==> src/design/rrcp_pkg.sv <==
// ----------------------------------------------------------------------------
// rrcp_pkg
// Shared types and constants of the rectangle copy/cut/paste engine.
// ----------------------------------------------------------------------------
`default_nettype none

package rrcp_pkg;

    localparam int ADDR_W  = 12;
    localparam int PIXELS  = 4096;
    localparam int PIX_W   = 32;
    localparam int SIDE_W  = 7;
    localparam int COL_W   = 6;
    localparam int CNT_W   = 13;
    localparam int DIV_CNT_W = 4;
    localparam logic [SIDE_W-1:0] MAX_SIDE   = 7'd64;
    localparam logic [SIDE_W-1:0] WIDTH_RST  = 7'd16;
    localparam logic [SIDE_W-1:0] HEIGHT_RST = 7'd16;

    localparam logic CFG_WIDTH  = 1'b0;
    localparam logic CFG_HEIGHT = 1'b1;

    typedef enum logic [2:0] {
        OP_WRITE = 3'd0,
        OP_READ  = 3'd1,
        OP_COPY  = 3'd2,
        OP_CUT   = 3'd3,
        OP_PASTE = 3'd4
    } op_t;

    typedef enum logic [3:0] {
        S_IDLE,
        S_CHECK,
        S_RDATA,
        S_DIV_A,
        S_DIV_B,
        S_SETUP,
        S_READ,
        S_WRITE,
        S_DONE
    } state_t;

    typedef struct packed {
        logic load;
        logic set_err;
        logic pix_wr_single;
        logic pix_rd_single;
        logic cap_rd;
        logic div_start;
        logic div_sel_b;
        logic cap_a;
        logic cap_b;
        logic setup;
        logic walk_read;
        logic walk_write;
        logic out_load;
    } ctrl_cmd_t;

    typedef struct packed {
        op_t  op;
        logic a_bad;
        logic b_bad;
        logic div_done;
        logic walk_last;
    } dp_stat_t;

endpackage

`default_nettype wire

==> src/design/rrcp_ctrl.sv <==
// ----------------------------------------------------------------------------
// rrcp_ctrl
// Controller: sequences each request and owns the output valid flag.
// ----------------------------------------------------------------------------
`default_nettype none

module rrcp_ctrl
    import rrcp_pkg::*;
(
    input  wire logic     clk,
    input  wire logic     rst_n,
    input  wire logic     in_valid,
    output logic          in_ready,
    output logic          out_valid,
    input  wire logic     out_ready,
    input  wire dp_stat_t stat,
    output ctrl_cmd_t     cmd
);

    state_t state_reg, state_next;
    logic   out_valid_reg, out_valid_next;
    logic   slot_free;

    assign slot_free = !out_valid_reg || out_ready;

    always_ff @(posedge clk or negedge rst_n)
    begin
        if (!rst_n)
        begin
            state_reg     <= S_IDLE;
            out_valid_reg <= 1'b0;
        end
        else
        begin
            state_reg     <= state_next;
            out_valid_reg <= out_valid_next;
        end
    end

    always_comb
    begin
        state_next     = state_reg;
        cmd            = '0;
        in_ready       = 1'b0;
        out_valid_next = out_valid_reg && !out_ready;
        unique case (state_reg)
            S_IDLE:
            begin
                in_ready = 1'b1;
                if (in_valid)
                begin
                    cmd.load   = 1'b1;
                    state_next = S_CHECK;
                end
            end
            S_CHECK:
            begin
                unique case (stat.op)
                    OP_WRITE:
                    begin
                        if (stat.a_bad)
                            cmd.set_err = 1'b1;
                        else
                            cmd.pix_wr_single = 1'b1;
                        state_next = S_DONE;
                    end
                    OP_READ:
                    begin
                        if (stat.a_bad)
                        begin
                            cmd.set_err = 1'b1;
                            state_next  = S_DONE;
                        end
                        else
                        begin
                            cmd.pix_rd_single = 1'b1;
                            state_next        = S_RDATA;
                        end
                    end
                    OP_COPY, OP_CUT:
                    begin
                        if (stat.a_bad || stat.b_bad)
                        begin
                            cmd.set_err = 1'b1;
                            state_next  = S_DONE;
                        end
                        else
                        begin
                            cmd.div_start = 1'b1;
                            state_next    = S_DIV_A;
                        end
                    end
                    OP_PASTE:
                    begin
                        if (stat.a_bad)
                        begin
                            cmd.set_err = 1'b1;
                            state_next  = S_DONE;
                        end
                        else
                        begin
                            cmd.div_start = 1'b1;
                            state_next    = S_DIV_A;
                        end
                    end
                    default:
                    begin
                        state_next = S_DONE;
                    end
                endcase
            end
            S_RDATA:
            begin
                cmd.cap_rd = 1'b1;
                state_next = S_DONE;
            end
            S_DIV_A:
            begin
                if (stat.div_done)
                begin
                    cmd.cap_a     = 1'b1;
                    cmd.div_start = 1'b1;
                    cmd.div_sel_b = 1'b1;
                    state_next    = S_DIV_B;
                end
            end
            S_DIV_B:
            begin
                if (stat.div_done)
                begin
                    cmd.cap_b  = 1'b1;
                    state_next = S_SETUP;
                end
            end
            S_SETUP:
            begin
                cmd.setup  = 1'b1;
                state_next = S_READ;
            end
            S_READ:
            begin
                cmd.walk_read = 1'b1;
                state_next    = S_WRITE;
            end
            S_WRITE:
            begin
                cmd.walk_write = 1'b1;
                state_next     = stat.walk_last ? S_DONE : S_READ;
            end
            S_DONE:
            begin
                // hold until the output register is free
                if (slot_free)
                begin
                    cmd.out_load   = 1'b1;
                    out_valid_next = 1'b1;
                    state_next     = S_IDLE;
                end
            end
            default:
            begin
                state_next = S_IDLE;
            end
        endcase
    end

    assign out_valid = out_valid_reg;

endmodule

`default_nettype wire

==> config.mk <==
export PLATFORM = sky130hd
export DESIGN_NAME = rrcp_ctrl
export DESIGN_NICKNAME = d
export VERILOG_FILES = /design/src/design/rrcp_pkg.sv /design/src/design/rrcp_ctrl.sv
export SDC_FILE = /design/constraint.sdc
export NUM_CORES = 1
export LEC_CHECK = 0
export BUFFER_PORTS_ARGS = -buffer_cell sky130_fd_sc_hd__buf_2
export CORE_AREA = 5 5 42 44
export DETAILED_ROUTE_END_ITERATION = 12
export DIE_AREA = 0 0 47 49
export GPL_ROUTABILITY_DRIVEN = 0
export HOLD_SLACK_MARGIN = 0.02
export PLACE_DENSITY = 0.69
export SLEW_MARGIN = 25
export SYNTH_ARGS = -nofsm -noshare
export SYNTH_HDL_FRONTEND = slang
export SYNTH_SLANG_ARGS = --single-unit
==> constraint.sdc <==
create_clock -name clk -period 2.6 [get_ports clk]
set_input_delay 0.52 -clock clk [delete_from_list [all_inputs] [get_ports clk]]
set_output_delay 0.52 -clock clk [all_outputs]
set_load 0.01 [all_outputs]
# Word level (Yosys, flattened, before mapping)
# Cells that the tools add are included.
# word_totals
ff_bits	5
out_inout_bits	15
word_cells	63
in_bits	11
# classes
mux	35
n_reduce_logical	10
n_eq_ne	16
# ops
cell	n
$pmux W4 S9	1
$mux W4	8
$mux W1	19
$eq A4 B3 Y1 const B	4
$pmux W4 S3	1
$eq A4 B2 Y1 const B	2
$ne A2 B2 Y1 const B	4
$eq A3 B2 Y1 const B	2
$mux W3	2
$pmux W1 S2	3
$eq A4 B1 Y1 const B	1
$eq A4 B4 Y1 const B	1
$logic_not A4 Y1	1
$reduce_and A4 Y1	1
$eq A3 B1 Y1 const B	1
$eq A3 B3 Y1 const B	1
$logic_not A3 Y1	1
$reduce_or A3 Y1	1
$logic_not A1 Y1	2
$logic_or A1 B1 Y1	2
$mux W2	1
$reduce_or A2 Y1	1
$logic_and A1 B1 Y1	1

# Logic depth before layout (Yosys ltp)
# Gate-level depths: netlist (run 1).
# logic_depth
ltp_word	4
mapped_depth	5

# Worst setup path before layout (run 1)
# No wires, ideal clock.
# synth_path
path_kind	register to output
start	reg state_reg[1]
end	out cmd[10] (netlist bit)
required_time_ns	2.080
path_slack_ns	0.522
n_path_buf	0
stages_incl_launch_ff	4
t_arrival_ns	1.558
cell_sequence	dfrtp_1 -> or4b_4 -> or3_4 -> nor3_1
# synth_lines
item	line	rtl
from (decl)	rrcp_ctrl.sv:20	state_t state_reg, state_next;
from (signal assigned)	rrcp_ctrl.sv:35	state_reg <= state_next;
to (decl)	rrcp_ctrl.sv:17	output ctrl_cmd_t cmd

==> impl_summary.md, run 1 <==
Floorplan
The vertical die dimension is 49 um. The core region is 1400 sq um. In this run the horizontal extent of the chip is 47 um.

26 I/O pins were placed. The effective utilization at floorplan is 35.4%. The floorplan has 14 rows. The die area is 2300 sq um.

Routing
The per-cell routed wire length is 11.5 um. Before antenna repair, the detailed router went through 4 iterations. The number of vias per cell after detailed routing is 5.20. The number of design rule violations left after detail routing is 0. In this run the remaining antenna-violating nets after routing total 0. The aggregate routed wire length is 1.25 mm. Across all layers, the routed design uses 562 vias. In this run, the number of DRC markers left after iteration 0 of detailed routing was 12.

STA
At the pin with the least slew margin, the transition time is 0.378 ns. Setup slack on the critical path of the routed design comes to 0.271 ns. The tightest slew margin relative to the limit is 74.5%.

Of the available clock period, the critical path in the final layout requires 89.6%. The final-report hold violation count came to 0. The routed design could run at a clock period as short as 2.33 ns.

For this run, the top clock speed supported by timing is 0.429 GHz. Between clock sinks in the finished design, the worst skew comes to 0.00318 ns. The max-slew violation count is 0. Setup repair after global routing left no endpoint under its margin. The total negative slack for setup checks is 0 ns. The number of endpoints failing setup at the final stage is 0.

Layout
Leaving out fill and tap cells, the most frequent cells in the layout are sky130_fd_sc_hd__buf_2 (25), sky130_fd_sc_hd__nor2_1 (10), sky130_fd_sc_hd__nand2b_1 (5), sky130_fd_sc_hd__nand2_1 (5), sky130_fd_sc_hd__dfrtp_1 (5). The area growth from synthesis to layout is 36.1%. The final non-filler cell total is 108. The post-route netlist has 39.1% of its cells at a drive strength greater than 1. For this run, the post-layout net count is 104.

The most common cell after layout, fill and taps aside is sky130_fd_sc_hd__buf_2. The utilization after layout is 48.1%. The number of antenna diodes in the final layout is 0. The register with the most flip-flops in the layout has 4 of them. After filler insertion, the fill cell instance count of the layout stands at 160.

CTS
The clock root buffer master is sky130_fd_sc_hd__clkbuf_4. The clock buffer count from CTS is 3. Hold repair after CTS inserted 0 buffers. Counting along the longest clock path gives a buffer depth of 2. The number of clock sinks is 5. At the later pin of the worst-skew pair, clock insertion delay measures 0.24 ns.

Once the clock tree was built, the setup fixing pass inserted 0 buffers. The number of gates given a new drive strength after cts is 0. The register clock-pin slew on the reported worst setup and hold paths is 0.04 ns. TritonCTS built the clock tree. The H-tree depth is 1.

Power and ir drop
The worst supply voltage drop on vdd is 0.357 mV. The power density of the placed cells is 796 nW/um^2. After layout, the design draws a total of 537 uW. Summed over all cells, the static leakage comes to 0.332 nW.

Global route
The via count of the first global-routing pass was 519. The overall track demand over capacity in global routing is 10.8%. The initial antenna violation count was 0. Summed over all layers, the global routing overflow is 0.

The wire length of the first global-routing pass is 1.99 mm. The maximum number of pins on one net before global-route repair is 16.

Logic synthesis
The mean area per synthesized cell is 7.74 sq um. The total standard cell area after synthesis is 495 sq um. Of the synthesized area, sequential elements account for 25.3%. The number of storage elements in the synthesis netlist is 5. The number of nets in the synthesized netlist is 75. Counting distinct cell types in the post-synthesis netlist gives 30. The Yosys step of the flow raised 0 warnings. Synthesis produced a netlist whose cell count is 64.

Critical path
The worst setup path is captured at an output pin. The data arrival time at the worst-slack endpoint is 1.81 ns. STA classifies the critical path startpoint as a flip-flop. The setup check on the worst reg-to-reg path leaves a slack of 1.04 ns. The peak fanout along the critical path is 4. The worst setup path endpoint is cmd[10]. The most critical setup path has its startpoint at state_reg[1]. The start-to-end type of the worst setup path is reg2out. At the worst endpoint, the required time is 2.08 ns. In this run the critical register-to-register path is launched from state_reg[1].

For the worst flop-to-flop path, the logic depth is 3. The endpoint identified for the worst register-to-register timing path is state_reg[1].

Placed design
Once detailed placement completed, the half-perimeter wirelength came to 995 um. The count of buffers from port buffering is 25. The setup slack after placement is 0.512 ns. The post-placement cell count is 104.

Run status
The flow ran to the end, and the final reports show no timing, DRC or antenna violations.

Min path
The type of the tightest min-delay check is in2async.

Job
Across the run, the number of max-cap violations was 0.
==> critical path: stages (launching register included) <==
cell and delay (ns):
sky130_fd_sc_hd__dfrtp_1 0.37, sky130_fd_sc_hd__or4b_4 0.56, sky130_fd_sc_hd__or3_4 0.36, sky130_fd_sc_hd__nor3_1 0.13
sky130_fd_sc_hd__buf_2 0.15
==> cell usage after synthesis <==
cell type,n,area (sq um)
sky130_fd_sc_hd__nor2_1,10,37.5
sky130_fd_sc_hd__dfrtp_1,5,125
sky130_fd_sc_hd__nand2_1,5,18.8
sky130_fd_sc_hd__nand2b_1,5,31.3
sky130_fd_sc_hd__clkbuf_1,4,15.0
sky130_fd_sc_hd__nor2b_1,3,18.8
sky130_fd_sc_hd__nor3_1,3,15.0
sky130_fd_sc_hd__a211o_1,2,17.5
sky130_fd_sc_hd__a21oi_1,2,10.0
sky130_fd_sc_hd__nand3_1,2,10.0
sky130_fd_sc_hd__nor4b_1,2,17.5
sky130_fd_sc_hd__o21ai_0,2,10.0
sky130_fd_sc_hd__or3b_1,2,17.5
sky130_fd_sc_hd__a211oi_1,1,7.51
sky130_fd_sc_hd__a22oi_1,1,7.51
sky130_fd_sc_hd__a32oi_1,1,8.76
sky130_fd_sc_hd__and2_1,1,6.26
sky130_fd_sc_hd__and3_1,1,6.26
sky130_fd_sc_hd__buf_4,1,7.51
sky130_fd_sc_hd__mux2_2,1,11.3
sky130_fd_sc_hd__nand3b_1,1,7.51
sky130_fd_sc_hd__nor3b_1,1,7.51
sky130_fd_sc_hd__nor4_1,1,6.26
sky130_fd_sc_hd__o221ai_1,1,8.76
sky130_fd_sc_hd__o221ai_2,1,15.0
sky130_fd_sc_hd__o2bb2ai_1,1,8.76
sky130_fd_sc_hd__o31a_1,1,8.76
sky130_fd_sc_hd__or3_4,1,11.3
sky130_fd_sc_hd__or4b_4,1,13.8
sky130_fd_sc_hd__xnor2_1,1,8.76
==> where the power goes <==
group | leakage [nW] | switching (mW) | internal (mW)
Clock | 0.0150 | 0.0315 | 0.0580
Sequential | 0.0659 | 0.0119 | 0.105
Combinational | 0.251 | 0.179 | 0.152
Total | 0.332 | 0.222 | 0.314
==> how the worst min path moves through the flow <==
| stage | end | slack, ns | depth (start not counted) | from |
|---|---|---|---|---|
| 2_1_floorplan | out_valid | 0.22 | 0 | rst_n |
| 3_3_place_gp | out_valid | 0.34 | 1 | rst_n |
| 3_5_place_dp | out_valid | 0.34 | 1 | rst_n |
| 4_1_cts | out_valid | 0.08 | 1 | rst_n |
| 5_1_grt | out_valid | 0.09 | 1 | rst_n |
| 6_report | out_valid | 0.08 | 1 | rst_n |
==> per-layer routing <==
metal	global-route usage (%)	vias up	share of wire, %
met1	13.4	251	45
met2	18.3	17	49
li1	-	294	-
met3	2.21	0	6.2
met4	2.76	0	0
met5	0	-	0
==> per-stage QoR <==
step,hold WS [ns],area (sq um)
finish,0.0823,674
global route,0.0876,674
CTS,0.0771,674
detailed placement,0.339,648
global placement,0.339,648
floorplan,0.224,495
==> cell type report <==
| class | count | area, sq um | share of cell area, % |
|---|---|---|---|
| clock buffers | 4 | 26.3 | 3.90 |
| multi-input cells | 54 | 348 | 51.6 |
| well taps | 16 | 20.0 | 2.97 |
| repair buffers | 29 | 155 | 23.0 |
| flip-flops and latches | 5 | 125 | 18.6 |
==> cells by family after synthesis <==
family,Yosys count,synth area share [%]
AOI/OAI and AO/OA,13,20.7
xor gates and xnor gates,1,1.77
buffers and inverters,5,4.55
DFF,5,25.3
muxes,1,2.27
and+or+nand+nor,39,45.5
Note: power is estimated with default switching activity, not from simulation.
==> run 2, diff against run 1 <==
--- a/config.mk
+++ b/config.mk
@@ -11,7 +11,7 @@
 export DIE_AREA = 0 0 47 49
 export GPL_ROUTABILITY_DRIVEN = 0
 export HOLD_SLACK_MARGIN = 0.02
-export PLACE_DENSITY = 0.69
+export PLACE_DENSITY = 0.68
 export SLEW_MARGIN = 25
 export SYNTH_ARGS = -nofsm -noshare
 export SYNTH_HDL_FRONTEND = slang
==> run 2 against run 1 <==
Setup slack got worse by 0.033 ns; clock-buffer cell count did not move; highest routed layer is now met4; clock skew increased by 0.0018 ns; routed wire length is 2.6% higher; utilization stayed put; die area unchanged; maximum frequency decreased by 1.4%; via count shrank 0.36%; critical path depth stayed put; first-iteration DRC count stayed put; sequential cell count did not move; global-route usage rose by 1.6 points.
==> impl_summary.md, run 2 (synthesized netlist as in run 1, its figures left out) <==
Run status
The run finished with clean final reports.

Layout
In the layout the commonest cells are sky130_fd_sc_hd__buf_2 (25), sky130_fd_sc_hd__nor2_1 (10), sky130_fd_sc_hd__nand2b_1 (5), sky130_fd_sc_hd__nand2_1 (5), sky130_fd_sc_hd__dfrtp_1 (5). The number of antenna diodes is 0. The flip-flop count of the largest register, all copies and words added is 4.

The final layout contains 104 nets. The final non-filler cell total is 108. The most common cell after layout, fill and taps aside is sky130_fd_sc_hd__buf_2. With fillers left out, the area of the finished cells amounts to 674 sq um. The share of layout cells above drive strength 1 is 39.1%. The area growth from synthesis to layout is 36.1%.

Critical path
STA classifies the critical path startpoint as a flip-flop. The peak fanout along the critical path is 4. For the worst flop-to-flop path, the logic depth is 3. The required time at the endpoint of the critical path is 2.08 ns. The critical path is of the reg2out type.

The kind of end point of the critical path is an output pin. For the worst setup path, the data arrival time is 1.84 ns.

Power and ir drop
The worst supply voltage drop on vdd is 0.377 mV. Of the total power, the clock network draws 18.2%. The total internal power is 315 uW. Of the total power, the share spent switching nets is 42.3%. The leakage power total is 0.332 nW. Dividing total power by cell area gives a power density of 809 nW/um^2. The portion of total power attributed to combinational logic is 60.4%.

The reported net switching power is 230 uW. The share of total power in sequential cells is 21.4%.

STA
The highest clock rate is 0.423 GHz. The max-slew violation count is 0. Setup violations remaining at the end of the flow were counted as 0. Setup repair after global routing left no endpoint under its margin. Adding up every negative setup slack in the final design gives 0 ns. Dividing the final minimum period by the clock period gives 90.9%.

Between clock sinks in the finished design, the worst skew comes to 0.00501 ns. Across all hold checks on the routed design, the worst slack comes to 0.0644 ns. Counting I/O delays and the setup requirement, the final critical path takes 2.36 ns.

The slew at the pin with the worst max-slew slack is 0.401 ns. The final-report hold violation count is 0. The tightest slew margin relative to the limit is 72.9%.

Floorplan
The floorplan step set the die height to 49 um. The die area is 2300 sq um. For this configuration, the core starts out at a cell density of 35.4%. In this run the horizontal extent of the chip is 47 um. The core region is 1400 sq um.

For this design the top-level I/O count stands at 26. The placement row count is 14.

Routing
The number of detailed-route iterations in the first pass is 3. The aggregate routed wire length is 1.28 mm. The per-cell routed wire length is 11.8 um. In this run the remaining antenna-violating nets after routing total 0. The number of design rule violations left after detail routing is 0. The first routing iteration left 12 violations. After detailed routing, the number of vias per cell comes to 5.19.

The via count of the routed design is 560.

Global route
The wire length of the first global-routing pass is 2.13 mm. The residual overflow from global routing is 0. The initial antenna violation count was 0. Entering global routing, the biggest net connects 16 pins. The overall track demand over capacity in global routing is 12.4%. The via count of the first global-routing pass is 528.

CTS
CTS placed an instance of sky130_fd_sc_hd__clkbuf_4 at the clock tree root. The clock passes through at most 2 buffers. The post-CTS setup repair buffer count is 0. The H-tree depth is 1. Clock-pin slew was measured on the worst setup and hold paths at 0.05 ns.

The clock network latency to the later pin of the worst-skew pair is 0.26 ns. TritonCTS built the clock tree. Counting every sink on the clock net gives 5. The number of gates given a new drive strength after cts is 0. Buffers inserted during clock tree synthesis total 3.

The number of buffers added to fix hold violations after cts is 0.

Placed design
Port buffering added 25 buffers. Summing all placed instances gives a cell area of 648 sq um. The post-placement cell count is 104. Summed over all nets, the half-perimeter wirelength after detailed placement is 1.01 mm.

Job
Max-cap violations in this run came to 0.

Min path
The type of the tightest min-delay check is in2async.
[run 2: cell counts in the layout (fill, tap and decap cells not counted)]
No cell type changed its count.
[run 2: through the flow]
step	power (mW)	util, %	worst slack, ns
finish	0.545	48.1	0.237
global route	0.597	48.1	0.198
CTS	0.550	48.1	0.240
detailed placement	0.450	46.3	0.515
global placement	0.448	46.3	0.525
floorplan	0.342	-	0.522
[run 2: final timing paths]
kind	start	to	slack, ns
max	state_reg[1]	cmd[10]	0.24
min	rst_n	state_reg[1]	0.06
max reg2reg	state_reg[1]	state_reg[1]	1.03
min reg2reg	out_valid	out_valid	0.55
max in group asynchronous	rst_n	state_reg[2]	2.40
min in group clk	out_valid	out_valid	0.55
[run 2: layout make-up]
cell class	instances	area, sq um
sequential	5	125
multi-input combinational	54	348
timing repair buffer	29	155
clock buffer	4	26.3
fill	151	727
tap	16	20.0
[run 2: power by group through the flow]
stage	combinational (mW)	clock [mW]	sequential, mW
global placement	0.331	0	0.117
finish	0.330	0.0992	0.117
floorplan	0.211	0	0.131
detailed placement	0.332	0	0.118
global route	0.370	0.106	0.120
CTS	0.333	0.0994	0.117
[run 2: layer usage]
| metal | wire length [um] | vias to the layer above | track usage [%] |
|---|---|---|---|
| li1 | - | 292 | - |
| met1 | 541 | 246 | 15.1 |
| met2 | 593 | 20 | 19.0 |
| met3 | 114 | 2 | 2.21 |
| met4 | 29 | 0 | 8.29 |
| met5 | 0 | - | 0 |
[run 2: critical path: stages, from the launching register on]
cell and delay (ns):
sky130_fd_sc_hd__dfrtp_1 0.38, sky130_fd_sc_hd__or4b_4 0.56, sky130_fd_sc_hd__or3_4 0.36, sky130_fd_sc_hd__nor3_1 0.13, sky130_fd_sc_hd__buf_2 0.15
